==> src/rtl/audio_window_loudness_meter_assert.svh <==
`ifndef AUDIO_WINDOW_LOUDNESS_METER_ASSERT_SVH
`define AUDIO_WINDOW_LOUDNESS_METER_ASSERT_SVH

// same-cycle implication, sampled on the rising clock edge
`define AWLM_IMPLIES(name, ante, cons, msg) \
   name: assert property (@(posedge clock) disable iff (reset) (ante) |-> (cons)) \
      else $error(msg);

// next-cycle implication
`define AWLM_NEXT(name, ante, cons, msg) \
   name: assert property (@(posedge clock) disable iff (reset) (ante) |=> (cons)) \
      else $error(msg);

`endif

==> src/rtl/awlm_pkg.sv <==
package awlm_pkg;

   localparam int unsigned MAX_WINDOW_SAMPLES_DEF = 16384;

   localparam int unsigned SAMPLE_W    = 32;
   localparam int unsigned LEVEL_W     = 16;
   localparam int unsigned SUM_W       = 64;
   localparam int unsigned DIGIT_W     = 16;
   localparam int unsigned SCALE_W     = 9;
   localparam int unsigned GAIN_W      = 2;
   localparam int unsigned SHIFT_W     = 5;
   localparam int unsigned CSR_INDEX_W = 2;
   localparam int unsigned CSR_DATA_W  = 5;

   localparam logic [SHIFT_W-1:0] SHIFT_RESET = SHIFT_W'(12);

   typedef enum logic [CSR_INDEX_W-1:0] {
      CSR_METER_MODE   = 2'd0,
      CSR_GAIN_LEVEL   = 2'd1,
      CSR_SHIFT_AMOUNT = 2'd2,
      CSR_DROP_ZERO    = 2'd3
   } csr_index_type;

   typedef enum logic {
      MODE_PEAK = 1'b0,
      MODE_RMS  = 1'b1
   } mode_type;

   typedef enum logic [GAIN_W-1:0] {
      GAIN_LOW    = 2'd0,
      GAIN_MEDIUM = 2'd1,
      GAIN_HIGH   = 2'd2
   } gain_type;

   typedef enum logic [2:0] {
      ST_IDLE,
      ST_SQUARE,
      ST_CLOSE,
      ST_MEAN,
      ST_ROOT,
      ST_SCALE,
      ST_DONE
   } state_type;

   function automatic logic [SCALE_W-1:0] scale_of(input logic [GAIN_W-1:0] gain);
      logic [SCALE_W-1:0] scale;
      case (gain)
         GAIN_LOW:    scale = SCALE_W'(300);
         GAIN_MEDIUM: scale = SCALE_W'(60);
         default:     scale = SCALE_W'(15);
      endcase
      return scale;
   endfunction

endpackage

==> src/rtl/awlm_req_if.sv <==
interface awlm_req_if;
   logic                                valid;
   logic                                ready;
   logic                                req_type;
   logic signed [awlm_pkg::SAMPLE_W-1:0] raw_sample;

   modport source (output valid, output req_type, output raw_sample, input ready);
   modport sink   (input valid, input req_type, input raw_sample, output ready);
endinterface

==> src/rtl/awlm_rsp_if.sv <==
interface awlm_rsp_if;
   logic                         valid;
   logic                         ready;
   logic [awlm_pkg::LEVEL_W-1:0] loudness;
   logic                         saturated;
   logic                         empty_window;

   modport source (output valid, output loudness, output saturated, output empty_window,
                   input ready);
   modport sink   (input valid, input loudness, input saturated, input empty_window,
                   output ready);
endinterface

==> src/rtl/audio_window_loudness_meter.sv <==
// Sample item: squared as two 16-bit digits; the next item is taken on the last digit step,
// while that digit is added. Window-end item: an empty window or an overflowed RMS sum goes
// straight to the result; peak mode runs the span through a 64-step scale divide, RMS mode a
// 64-step mean divide, 32-step square root and 64-step scale divide (one restoring unit).
// Synchronous active-high reset: registers to defaults, accumulators cleared, no item held.
`include "audio_window_loudness_meter_assert.svh"

module audio_window_loudness_meter #(
   parameter int unsigned MAX_WINDOW_SAMPLES = awlm_pkg::MAX_WINDOW_SAMPLES_DEF
) (
   input  logic                               clock,
   input  logic                               reset,
   awlm_req_if.sink                           req_chan,
   awlm_rsp_if.source                         rsp_chan,
   input  logic                               csr_we,
   input  logic [awlm_pkg::CSR_INDEX_W-1:0]   csr_index,
   input  logic [awlm_pkg::CSR_DATA_W-1:0]    csr_wdata
);

   localparam int unsigned SAMPLE_W  = awlm_pkg::SAMPLE_W;
   localparam int unsigned SUM_W     = awlm_pkg::SUM_W;
   localparam int unsigned DIGIT_W   = awlm_pkg::DIGIT_W;
   localparam int unsigned LEVEL_W   = awlm_pkg::LEVEL_W;
   localparam int unsigned SCALE_W   = awlm_pkg::SCALE_W;
   localparam int unsigned TALLY_W   = $clog2(MAX_WINDOW_SAMPLES + 1);
   localparam int unsigned DEN_W     = (TALLY_W > SCALE_W) ? TALLY_W : SCALE_W;
   localparam int unsigned N_DIGITS  = SAMPLE_W / DIGIT_W;
   localparam int unsigned DIG_W     = (N_DIGITS > 1) ? $clog2(N_DIGITS) : 1;
   localparam int unsigned PROD_W    = SAMPLE_W + DIGIT_W;
   localparam int unsigned ROOT_W    = SUM_W / 2;
   localparam int unsigned RREM_W    = ROOT_W + 2;
   localparam int unsigned STEP_W    = $clog2(SUM_W);

   awlm_pkg::state_type state_ff, state_in;

   logic                            mode_ff, mode_in;
   logic [awlm_pkg::GAIN_W-1:0]     gain_ff, gain_in;
   logic [awlm_pkg::SHIFT_W-1:0]    shift_ff, shift_in;
   logic                            drop_ff, drop_in;

   logic signed [SAMPLE_W-1:0]      min_ff, min_in;
   logic signed [SAMPLE_W-1:0]      max_ff, max_in;
   logic [SUM_W-1:0]                sum_ff, sum_in;
   logic                            ovf_ff, ovf_in;
   logic [TALLY_W-1:0]              tally_ff, tally_in;

   logic [SAMPLE_W-1:0]             mag_ff, mag_in;
   logic [SAMPLE_W-1:0]             dsr_ff, dsr_in;
   logic [DIG_W-1:0]                dig_ff, dig_in;

   logic [STEP_W-1:0]               step_ff, step_in;
   logic [SUM_W-1:0]                quo_ff, quo_in;
   logic [DEN_W-1:0]                rem_ff, rem_in;
   logic [DEN_W-1:0]                den_ff, den_in;
   logic [SUM_W-1:0]                rad_ff, rad_in;
   logic [ROOT_W-1:0]               root_ff, root_in;
   logic [RREM_W-1:0]               rrem_ff, rrem_in;
   logic                            empty_ff, empty_in;

   logic                            rsp_valid_ff, rsp_valid_in;
   logic [LEVEL_W-1:0]              loud_ff, loud_in;
   logic                            sat_ff, sat_in;
   logic                            rsp_empty_ff, rsp_empty_in;

   logic                            req_ready;
   logic                            req_fire;
   logic signed [SAMPLE_W-1:0]      sample_s;
   logic [SAMPLE_W-1:0]             sample_mag;
   logic                            dropped;
   logic                            full;
   logic                            last_digit;
   logic [PROD_W-1:0]               pp;
   logic [SUM_W-1:0]                addend;
   logic [SUM_W:0]                  sum_add;
   logic [DEN_W:0]                  trial;
   logic                            ge;
   logic [DEN_W-1:0]                rem_next;
   logic [SUM_W-1:0]                quo_next;
   logic [RREM_W+1:0]               rt;
   logic [RREM_W+1:0]               rtrial;
   logic                            rge;
   logic [RREM_W-1:0]               rrem_next;
   logic [ROOT_W-1:0]               root_next;
   logic [SAMPLE_W-1:0]             span;
   logic [SCALE_W-1:0]              scale;
   logic                            step_last;
   logic                            root_last;

   assign rsp_chan.valid        = rsp_valid_ff;
   assign rsp_chan.loudness     = loud_ff;
   assign rsp_chan.saturated    = sat_ff;
   assign rsp_chan.empty_window = rsp_empty_ff;
   assign req_chan.ready        = req_ready;

   always_comb begin
      last_digit = (dig_ff == DIG_W'(N_DIGITS - 1));
      req_ready  = (state_ff == awlm_pkg::ST_IDLE) ||
                   ((state_ff == awlm_pkg::ST_SQUARE) && last_digit);
      req_fire   = req_chan.valid && req_ready;

      sample_s   = req_chan.raw_sample >>> shift_ff;
      sample_mag = sample_s[SAMPLE_W-1] ? SAMPLE_W'(-sample_s) : SAMPLE_W'(sample_s);
      dropped    = drop_ff && ((req_chan.raw_sample == '0) || (req_chan.raw_sample == '1));
      full       = (tally_ff >= TALLY_W'(MAX_WINDOW_SAMPLES));

      // one digit of the square per cycle
      pp      = PROD_W'(mag_ff) * PROD_W'(dsr_ff[DIGIT_W-1:0]);
      addend  = SUM_W'(pp) << (DIGIT_W * dig_ff);
      sum_add = {1'b0, sum_ff} + {1'b0, addend};

      // restoring divider, one quotient bit per cycle
      trial    = {rem_ff, quo_ff[SUM_W-1]};
      ge       = (trial >= {1'b0, den_ff});
      rem_next = ge ? DEN_W'(trial - {1'b0, den_ff}) : trial[DEN_W-1:0];
      quo_next = {quo_ff[SUM_W-2:0], ge};

      // square root, one result bit per cycle
      rt        = {rrem_ff, rad_ff[SUM_W-1 -: 2]};
      rtrial    = {2'b00, root_ff, 2'b01};
      rge       = (rt >= rtrial);
      rrem_next = rge ? RREM_W'(rt - rtrial) : rt[RREM_W-1:0];
      root_next = {root_ff[ROOT_W-2:0], rge};

      span      = SAMPLE_W'(max_ff - min_ff);
      scale     = awlm_pkg::scale_of(gain_ff);
      step_last = (step_ff == STEP_W'(SUM_W - 1));
      root_last = (step_ff == STEP_W'(ROOT_W - 1));

      state_in     = state_ff;
      mode_in      = mode_ff;
      gain_in      = gain_ff;
      shift_in     = shift_ff;
      drop_in      = drop_ff;
      min_in       = min_ff;
      max_in       = max_ff;
      sum_in       = sum_ff;
      ovf_in       = ovf_ff;
      tally_in     = tally_ff;
      mag_in       = mag_ff;
      dsr_in       = dsr_ff;
      dig_in       = dig_ff;
      step_in      = step_ff;
      quo_in       = quo_ff;
      rem_in       = rem_ff;
      den_in       = den_ff;
      rad_in       = rad_ff;
      root_in      = root_ff;
      rrem_in      = rrem_ff;
      empty_in     = empty_ff;
      rsp_valid_in = rsp_valid_ff;
      loud_in      = loud_ff;
      sat_in       = sat_ff;
      rsp_empty_in = rsp_empty_ff;

      if (csr_we) begin
         case (csr_index)
            awlm_pkg::CSR_METER_MODE:   mode_in  = csr_wdata[0];
            awlm_pkg::CSR_GAIN_LEVEL:   gain_in  = csr_wdata[awlm_pkg::GAIN_W-1:0];
            awlm_pkg::CSR_SHIFT_AMOUNT: shift_in = csr_wdata[awlm_pkg::SHIFT_W-1:0];
            awlm_pkg::CSR_DROP_ZERO:    drop_in  = csr_wdata[0];
            default: ;
         endcase
      end

      if (rsp_chan.valid && rsp_chan.ready) begin
         rsp_valid_in = 1'b0;
      end

      case (state_ff)
         awlm_pkg::ST_IDLE: ;
         awlm_pkg::ST_SQUARE: begin
            if (ovf_ff || sum_add[SUM_W]) begin
               sum_in = '1;
               ovf_in = 1'b1;
            end else begin
               sum_in = sum_add[SUM_W-1:0];
            end
            dsr_in = dsr_ff >> DIGIT_W;
            dig_in = DIG_W'(dig_ff + 1'b1);
            if (last_digit) begin
               state_in = awlm_pkg::ST_IDLE;
            end
         end
         awlm_pkg::ST_CLOSE: begin
            step_in  = '0;
            rem_in   = '0;
            empty_in = (tally_ff == '0);
            den_in   = DEN_W'(scale);
            if (tally_ff == '0) begin
               quo_in   = '0;
               state_in = awlm_pkg::ST_DONE;
            end else if (mode_ff == awlm_pkg::MODE_PEAK) begin
               quo_in   = SUM_W'(span);
               state_in = awlm_pkg::ST_SCALE;
            end else if (ovf_ff) begin
               quo_in   = SUM_W'(1) << LEVEL_W;
               state_in = awlm_pkg::ST_DONE;
            end else begin
               quo_in   = sum_ff;
               den_in   = DEN_W'(tally_ff);
               state_in = awlm_pkg::ST_MEAN;
            end
            min_in   = {1'b0, {(SAMPLE_W-1){1'b1}}};
            max_in   = {1'b1, {(SAMPLE_W-1){1'b0}}};
            sum_in   = '0;
            ovf_in   = 1'b0;
            tally_in = '0;
         end
         awlm_pkg::ST_MEAN: begin
            quo_in  = quo_next;
            rem_in  = rem_next;
            step_in = STEP_W'(step_ff + 1'b1);
            if (step_last) begin
               rad_in   = quo_next;
               root_in  = '0;
               rrem_in  = '0;
               step_in  = '0;
               state_in = awlm_pkg::ST_ROOT;
            end
         end
         awlm_pkg::ST_ROOT: begin
            rad_in  = rad_ff << 2;
            root_in = root_next;
            rrem_in = rrem_next;
            step_in = STEP_W'(step_ff + 1'b1);
            if (root_last) begin
               quo_in   = SUM_W'(root_next);
               rem_in   = '0;
               den_in   = DEN_W'(scale);
               step_in  = '0;
               state_in = awlm_pkg::ST_SCALE;
            end
         end
         awlm_pkg::ST_SCALE: begin
            quo_in  = quo_next;
            rem_in  = rem_next;
            step_in = STEP_W'(step_ff + 1'b1);
            if (step_last) begin
               state_in = awlm_pkg::ST_DONE;
            end
         end
         awlm_pkg::ST_DONE: begin
            if (!rsp_valid_ff || rsp_chan.ready) begin
               rsp_valid_in = 1'b1;
               sat_in       = |quo_ff[SUM_W-1:LEVEL_W];
               loud_in      = (|quo_ff[SUM_W-1:LEVEL_W]) ? '1 : quo_ff[LEVEL_W-1:0];
               rsp_empty_in = empty_ff;
               state_in     = awlm_pkg::ST_IDLE;
            end
         end
         default: state_in = awlm_pkg::ST_IDLE;
      endcase

      // item taken in idle or on the last square digit
      if (req_fire) begin
         if (req_chan.req_type) begin
            state_in = awlm_pkg::ST_CLOSE;
         end else if (!dropped && !full) begin
            if (sample_s < min_ff) begin
               min_in = sample_s;
            end
            if (sample_s > max_ff) begin
               max_in = sample_s;
            end
            tally_in = TALLY_W'(tally_ff + 1'b1);
            mag_in   = sample_mag;
            dsr_in   = sample_mag;
            dig_in   = '0;
            state_in = awlm_pkg::ST_SQUARE;
         end
      end
   end

   always_ff @(posedge clock) begin
      if (reset) begin
         state_ff     <= awlm_pkg::ST_IDLE;
         mode_ff      <= awlm_pkg::MODE_PEAK;
         gain_ff      <= awlm_pkg::GAIN_HIGH;
         shift_ff     <= awlm_pkg::SHIFT_RESET;
         drop_ff      <= 1'b0;
         min_ff       <= {1'b0, {(SAMPLE_W-1){1'b1}}};
         max_ff       <= {1'b1, {(SAMPLE_W-1){1'b0}}};
         sum_ff       <= '0;
         ovf_ff       <= 1'b0;
         tally_ff     <= '0;
         rsp_valid_ff <= 1'b0;
      end else begin
         state_ff     <= state_in;
         mode_ff      <= mode_in;
         gain_ff      <= gain_in;
         shift_ff     <= shift_in;
         drop_ff      <= drop_in;
         min_ff       <= min_in;
         max_ff       <= max_in;
         sum_ff       <= sum_in;
         ovf_ff       <= ovf_in;
         tally_ff     <= tally_in;
         rsp_valid_ff <= rsp_valid_in;
      end
   end

   always_ff @(posedge clock) begin
      mag_ff       <= mag_in;
      dsr_ff       <= dsr_in;
      dig_ff       <= dig_in;
      step_ff      <= step_in;
      quo_ff       <= quo_in;
      rem_ff       <= rem_in;
      den_ff       <= den_in;
      rad_ff       <= rad_in;
      root_ff      <= root_in;
      rrem_ff      <= rrem_in;
      empty_ff     <= empty_in;
      loud_ff      <= loud_in;
      sat_ff       <= sat_in;
      rsp_empty_ff <= rsp_empty_in;
   end

   `AWLM_NEXT(a_close_starts, req_fire && req_chan.req_type, state_ff == awlm_pkg::ST_CLOSE, "window-end item did not start the close")
   `AWLM_IMPLIES(a_sat_clamps, rsp_chan.valid && rsp_chan.saturated, rsp_chan.loudness == '1, "saturated level not clamped")
   `AWLM_IMPLIES(a_empty_quiet, rsp_chan.valid && rsp_chan.empty_window, (rsp_chan.loudness == '0) && !rsp_chan.saturated, "empty window gave a level")
   `AWLM_IMPLIES(a_tally_bound, 1'b1, tally_ff <= TALLY_W'(MAX_WINDOW_SAMPLES), "sample count beyond window size")

endmodule

==> src/flat_wrapper.sv <==
// flat-port wrapper written by rule: the top's interface ports become plain ports
module audio_window_loudness_meter_flat 
#(
   parameter int unsigned MAX_WINDOW_SAMPLES = awlm_pkg::MAX_WINDOW_SAMPLES_DEF
)
  (clock, reset, csr_we, csr_index, csr_wdata, req_chan_valid, req_chan_req_type, req_chan_raw_sample, req_chan_ready, rsp_chan_valid, rsp_chan_loudness, rsp_chan_saturated, rsp_chan_empty_window, rsp_chan_ready);
  awlm_req_if req_chan_i ();
  awlm_rsp_if rsp_chan_i ();
  input  logic clock;
  input  logic reset;
  input  logic csr_we;
  input  logic [awlm_pkg::CSR_INDEX_W-1:0] csr_index;
  input  logic [awlm_pkg::CSR_DATA_W-1:0] csr_wdata;
  input wire logic [$bits(req_chan_i.valid)-1:0] req_chan_valid;
  input wire logic [$bits(req_chan_i.req_type)-1:0] req_chan_req_type;
  input wire logic [$bits(req_chan_i.raw_sample)-1:0] req_chan_raw_sample;
  output wire logic [$bits(req_chan_i.ready)-1:0] req_chan_ready;
  output wire logic [$bits(rsp_chan_i.valid)-1:0] rsp_chan_valid;
  output wire logic [$bits(rsp_chan_i.loudness)-1:0] rsp_chan_loudness;
  output wire logic [$bits(rsp_chan_i.saturated)-1:0] rsp_chan_saturated;
  output wire logic [$bits(rsp_chan_i.empty_window)-1:0] rsp_chan_empty_window;
  input wire logic [$bits(rsp_chan_i.ready)-1:0] rsp_chan_ready;
  assign req_chan_i.valid = req_chan_valid;
  assign req_chan_i.req_type = req_chan_req_type;
  assign req_chan_i.raw_sample = req_chan_raw_sample;
  assign req_chan_ready = req_chan_i.ready;
  assign rsp_chan_valid = rsp_chan_i.valid;
  assign rsp_chan_loudness = rsp_chan_i.loudness;
  assign rsp_chan_saturated = rsp_chan_i.saturated;
  assign rsp_chan_empty_window = rsp_chan_i.empty_window;
  assign rsp_chan_i.ready = rsp_chan_ready;
  audio_window_loudness_meter #(.MAX_WINDOW_SAMPLES(MAX_WINDOW_SAMPLES)) u_core (.clock(clock), .reset(reset), .req_chan(req_chan_i), .rsp_chan(rsp_chan_i), .csr_we(csr_we), .csr_index(csr_index), .csr_wdata(csr_wdata));
endmodule
==> config.mk <==
export PLATFORM = sky130hd
export DESIGN_NAME = audio_window_loudness_meter_flat
export DESIGN_NICKNAME = d
export VERILOG_FILES = /design/src/rtl/awlm_pkg.sv /design/src/rtl/awlm_req_if.sv /design/src/rtl/awlm_rsp_if.sv /design/src/rtl/audio_window_loudness_meter.sv /design/src/flat_wrapper.sv
export VERILOG_INCLUDE_DIRS = /design/src /design/src/rtl
export SDC_FILE = /design/constraint.sdc
export NUM_CORES = 2
export LEC_CHECK = 0
export BUFFER_PORTS_ARGS = -buffer_cell sky130_fd_sc_hd__clkbuf_2
export CAP_MARGIN = 20
export CORE_UTILIZATION = 45
export CTS_BUF_LIST = sky130_fd_sc_hd__clkbuf_4
export CTS_CLUSTER_SIZE = 8
export DETAILED_ROUTE_END_ITERATION = 10
export PLACE_DENSITY = 0.57
export SYNTH_ARGS = -nofsm -noshare
export SYNTH_HDL_FRONTEND = slang
export SYNTH_SLANG_ARGS = --single-unit
==> constraint.sdc <==
create_clock -name clock -period 14.7 [get_ports clock]
set_clock_uncertainty 0.15 [all_clocks]
set_input_delay 0.735 -clock clock [delete_from_list [all_inputs] [get_ports clock]]
set_output_delay 0.735 -clock clock [all_outputs]
set_load 0.03 [all_outputs]
# After elaboration in Yosys (flattened, before gate mapping)
# Index checks and enable logic that the tools add are counted.
# word_totals
wordCells	158
ff_bits	471
out_inout_bits	20
input_bits	45
# classes
multipliers	1
n_eq_ne	16
n_reduce_logical	34
shifts	2
bitwise	1
magnitude_cmp	5
mux	66
addsub	8
# op_table
operator	count
32-bit two-way mux	16
64-bit two-way mux	6
64-bit one-hot mux with 2 select lines	2
64-bit one-hot mux with 3 select lines	1
15-bit two-way mux	10
34-bit two-way mux	2
34-bit one-hot mux with 2 select lines	1
64-bit by 64-bit adder with 65-bit output	1
32-bit one-hot mux with 2 select lines	1
48-bit by 5-bit left shift with 64-bit output	1
32-bit by 16-bit multiplier with 48-bit output	1
48-bit OR reduction	1
15-bit one-hot mux with 3 select lines	1
36-bit by 34-bit >= comparator with 1-bit output	1
34-bit subtractor	1
3-bit two-way mux	11
32-bit == test (second input constant)	1
32-bit > comparator	1
32-bit zero test	1
32-bit < comparator	1
32-bit negation	1
32-bit by 5-bit >>> shifter with 32-bit output	1
32-bit subtractor	1
15-bit one-hot mux with 2 select lines	1
34 further kinds	68

# Logic depth before layout (Yosys ltp)
# logic_depth
depth_word	8
mapped_depth	41
depth_no_buf	37

# Worst setup path before layout
# Ideal clock, no wire load.
# synth_path
path_type	reg-to-reg
start	reg u_core.step_ff[0]
end	reg u_core.rad_ff[0] (enable)
path_slack_ps	3616
period_less_slack_ps	11084
path_buffers	0
setup_time_ps	801
required_time_ps	13749
stages_incl_launch_ff	6
t_arrival_ps	10132
path_cell_list	edfxtp_1 ha_1 and3_1 and3_1 inv_1 o21ai_0
# synth_via
elab_chain_len	3
# synth_lines
item	line	rtl
start: declaration	audio_window_loudness_meter.sv:51	logic [STEP_W-1:0] step_ff, step_in;
start signal: assignment	audio_window_loudness_meter.sv:306	step_ff <= step_in;
6-bit == test	audio_window_loudness_meter.sv:126	step_last = (step_ff == STEP_W'(SUM_W - 1));
2-bit by 1-bit inequality test with 1-bit output (no source line)	--	
2-bit AND reduction (no source line)	--	
end signal: assignment	audio_window_loudness_meter.sv:310	rad_ff <= rad_in;
end: declaration	audio_window_loudness_meter.sv:55	logic [SUM_W-1:0] rad_ff, rad_in;
# No other way between the ends.
# A chain may end at the register's enable or synchronous reset.

# Worst setup path in the final report
# layout_path
start	reg u_core.dsr_ff[3]
end	reg u_core.sum_ff[48]
# layout_via
elab_chain_len	6
# layout_lines
item	line	rtl
start: declaration	audio_window_loudness_meter.sv:48	logic [SAMPLE_W-1:0] dsr_ff, dsr_in;
start signal: assignment	audio_window_loudness_meter.sv:304	dsr_ff <= dsr_in;
32-bit by 16-bit multiplier with 48-bit output (*)	audio_window_loudness_meter.sv:107	pp = PROD_W'(mag_ff) * PROD_W'(dsr_ff[DIGIT_W-1:0]);
48-bit by 5-bit left shift with 64-bit output (*)	audio_window_loudness_meter.sv:108	addend = SUM_W'(pp) << (DIGIT_W * dig_ff);
64-bit by 64-bit adder with 65-bit output (*)	audio_window_loudness_meter.sv:109	sum_add = {1'b0, sum_ff} + {1'b0, addend};
1-bit logical OR	audio_window_loudness_meter.sv:172	if (ovf_ff || sum_add[SUM_W]) begin
64-bit two-way mux (*)	audio_window_loudness_meter.sv:172	
64-bit one-hot mux with 2 select lines (*)	audio_window_loudness_meter.sv:169	case (state_ff)
end signal: assignment	audio_window_loudness_meter.sv:295	sum_ff <= sum_in;
end: declaration	audio_window_loudness_meter.sv:43	logic [SUM_W-1:0] sum_ff, sum_in;
# Every way passes the cells marked *; elsewhere a longest branch is shown, timed or not.

==> impl_metrics.ini <==
[placement]
dp.final_hpwl_um = 112000
io_buffer_count = 64
gp_congestion = 0.935

[clocking]
cts_tree = yes
path_clk_slew_ns = 0.07
h-tree-depth = 4
cts_buffers = 141
clock_path_buffers = 3
cts_sinks = 471
clkLatencyLatePin_ns = 1.09
ctsResizeCount = 0
cts_root_buffer = clkbuf_4

[timing]
setup_viol = 0
relSlewSlack = 0.210
fin_crit_ns = 11.28
fmax_mhz = 88.6
whs_ns = 0.161
hold_viol = 0
post-route-period-util = 0.767
worstMarginPinSlew_ns = 1.18
tns_ns = 0
slew_viol_final = 0
rsz0062_at_grt = no

[synthesis]
netlist_instances = 5371
syn_area_per_cell_um2 = 8.93
yosysSeqAreaShare = 0.255
yosys.area.top_type = edfxtp_1
async_flop_share = 0
synth_fa_ha_area_frac = 0.262
synth-compound-area-share = 0.142
synthesis.nets = 6169
synthMuxAreaShare = 0.0543
synth-edff-count = 281
ys_types = 90
synth_top_family_by_area = adder cells
yosys_warnings = 0
ys_ff_latch = 471
synth_area_um2 = 48000
synthXorXnorAreaFrac = 0.0365
synth_simple_gate_area_share = 0.174
synth_top_area_share = 0.176
ys_top_cells_by_area = edfxtp_1 (18%), fa_1 (18%), ha_1 (8.7%)
synth-main-ff-cell = edfxtp_1

[detailed_routing]
via_count = 39100
wire_per_inst_um = 21.6
drcViolationCount = 0
drt_iter0_drc = 2987
finalWirelength_um = 149000
firstDrtPassIters = 6
viasPerCell = 5.68
drtAntennaViolNets = 0

[floorplanning]
initial_core_util = 0.455
row_count = 119
io_pins = 65
chipHeight_um = 328
core-area_um2 = 105000
dieArea_um2 = 108000
die_w_um = 328

[setup_path]
cp.required_ns = 15.39
cpMostUsedCell = fa_1
cp.arrival_ns = 11.98
crit_type = flip-flop to flip-flop
start_kind = flip-flop
path_max_fanout = 32
crit_path_max_incr_delay_ns = 0.80
cp_slowest_cell = dfxtp_1
crit_path_end_kind = flip-flop

[worst_hold_path]
hp-class = input pin to flip-flop

[outcome]
status = completed

[final_layout]
final_util = 0.489
syn_to_final_growth_pct = 7.49
drive_gt1_frac = 0.0910
layout_common_cells = nand2_1 (746), inv_1 (663), fa_1 (421)
final_common_cell = nand2_1
final_nets = 6182

[global_route]
grt_start_max_net_pins = 144
grt.overflow.total = 0
first_global_vias = 38500
antenna_found_initial = 12
track_usage = 0.278
grt_pass1_wl_um = 231000

[flow_run]
cap_violations = 0
cell families (layout without fill, tap and decap cells):
logic type / count (synthesis) / in the layout
XOR/XNOR: 200 / 200
flip-flops: 471 / 471
multiplexers: 189 / 189
adder cells (fa/ha/maj): 753 / 753
AO/OA/AOI/OAI: 1041 / 1041
AND/OR/NAND/NOR: 1772 / 1772
buffers and inverters: 945 / 1067
other: 0 / 5
stage by stage:
| stage | std cells | area, um^2 | setup WS (ns) |
|---|---|---|---|
| finish | 6889 | 51500 | 3.42 |
| global route | 6888 | 51500 | 2.62 |
| CTS | 6882 | 51500 | 3.42 |
| detailed placement | 6613 | 49500 | 3.46 |
| global placement | 6612 | 49500 | 3.67 |
| floorplan | 5371 | 48000 | 3.62 |
state kept, by name (all words and copies together) (netlist names), 5 cells and up:
signal                    count
u_core.max_ff                32
u_core.tally_ff              15
u_core.shift_ff               5
u_core.min_ff                32
u_core.rad_ff                64
u_core.step_ff                6
u_core.rem_ff                15
u_core.quo_ff                64
u_core.dsr_ff                32
u_core.rrem_ff               34
u_core.sum_ff                64
u_core.root_ff               32
u_core.mag_ff                32
u_core.rsp_chan.loudness     16
u_core.den_ff                15
routing by layer:
layer / GRT usage / part of all wire
met5: 0 / 0.00050
met2: 0.432 / 0.45
met1: 0.389 / 0.46
met4: 0.0987 / 0.034
met3: 0.0461 / 0.058
critical path, delay by kind of cell (launching register included):
family                   cells  cell delay (ns)
adder cells (fa/ha/maj)      8             3.91
AO/OA/AOI/OAI               15             3.35
AND/OR/NAND/NOR              5             1.32
buffers and inverters        6             1.20
flip-flops                   1             0.80
XOR/XNOR                     1             0.31
synthesized netlist by cell type (34+ instances only):
cell      count
nand2_1     747
inv_1       664
fa_1        421
ha_1        332
nor2_1      312
a21oi_1     291
edfxtp_1    281
clkbuf_1    248
and2_1      247
dfxtp_1     190
o21ai_0     158
a21o_1      138
xnor2_1     116
mux2i_1      99
a211oi_1     94
xor2_1       84
nor3_1       70
nand2b_1     67
nand3_1      67
and3_1       58
nand4_1      55
o21bai_1     53
mux4_2       47
a31oi_1      40
mux2_2       38
nor4_1       36
a221oi_1     35
nor2b_1      34
worst paths after layout:
check / from / to / slack (ns) / depth (start not counted)
worst max register to register: u_core.dsr_ff[3] / u_core.sum_ff[48] / 3.42 / 35
worst max-delay path: u_core.dsr_ff[3] / u_core.sum_ff[48] / 3.42 / 35
worst min-delay path: reset / u_core.tally_ff[0] / 0.16 / 2
worst min register to register: u_core.dsr_ff[30] / u_core.dsr_ff[14] / 0.30 / 2
timing repair:
| action | CTS | global route |
|---|---|---|
| buffers inserted | 0 | 0 |
| hold endpoints to repair | 13 | 0 |
| hold buffers | 17 | 0 |
cell type report:
cell class,count,area [um^2]
Clock inverter,51,314
Clock buffer,201,1510
Timing Repair Buffer,146,1010
Fill cell,10300,53900
Sequential cell,471,12200
Multi-Input combinational cell,3955,32200
Tap cell,1391,1740
Inverter,669,2510
Antenna cell,5,12.5
Power is not shown: default switching activity piles up to over one toggle a cycle in this logic, so the estimate is an artifact.
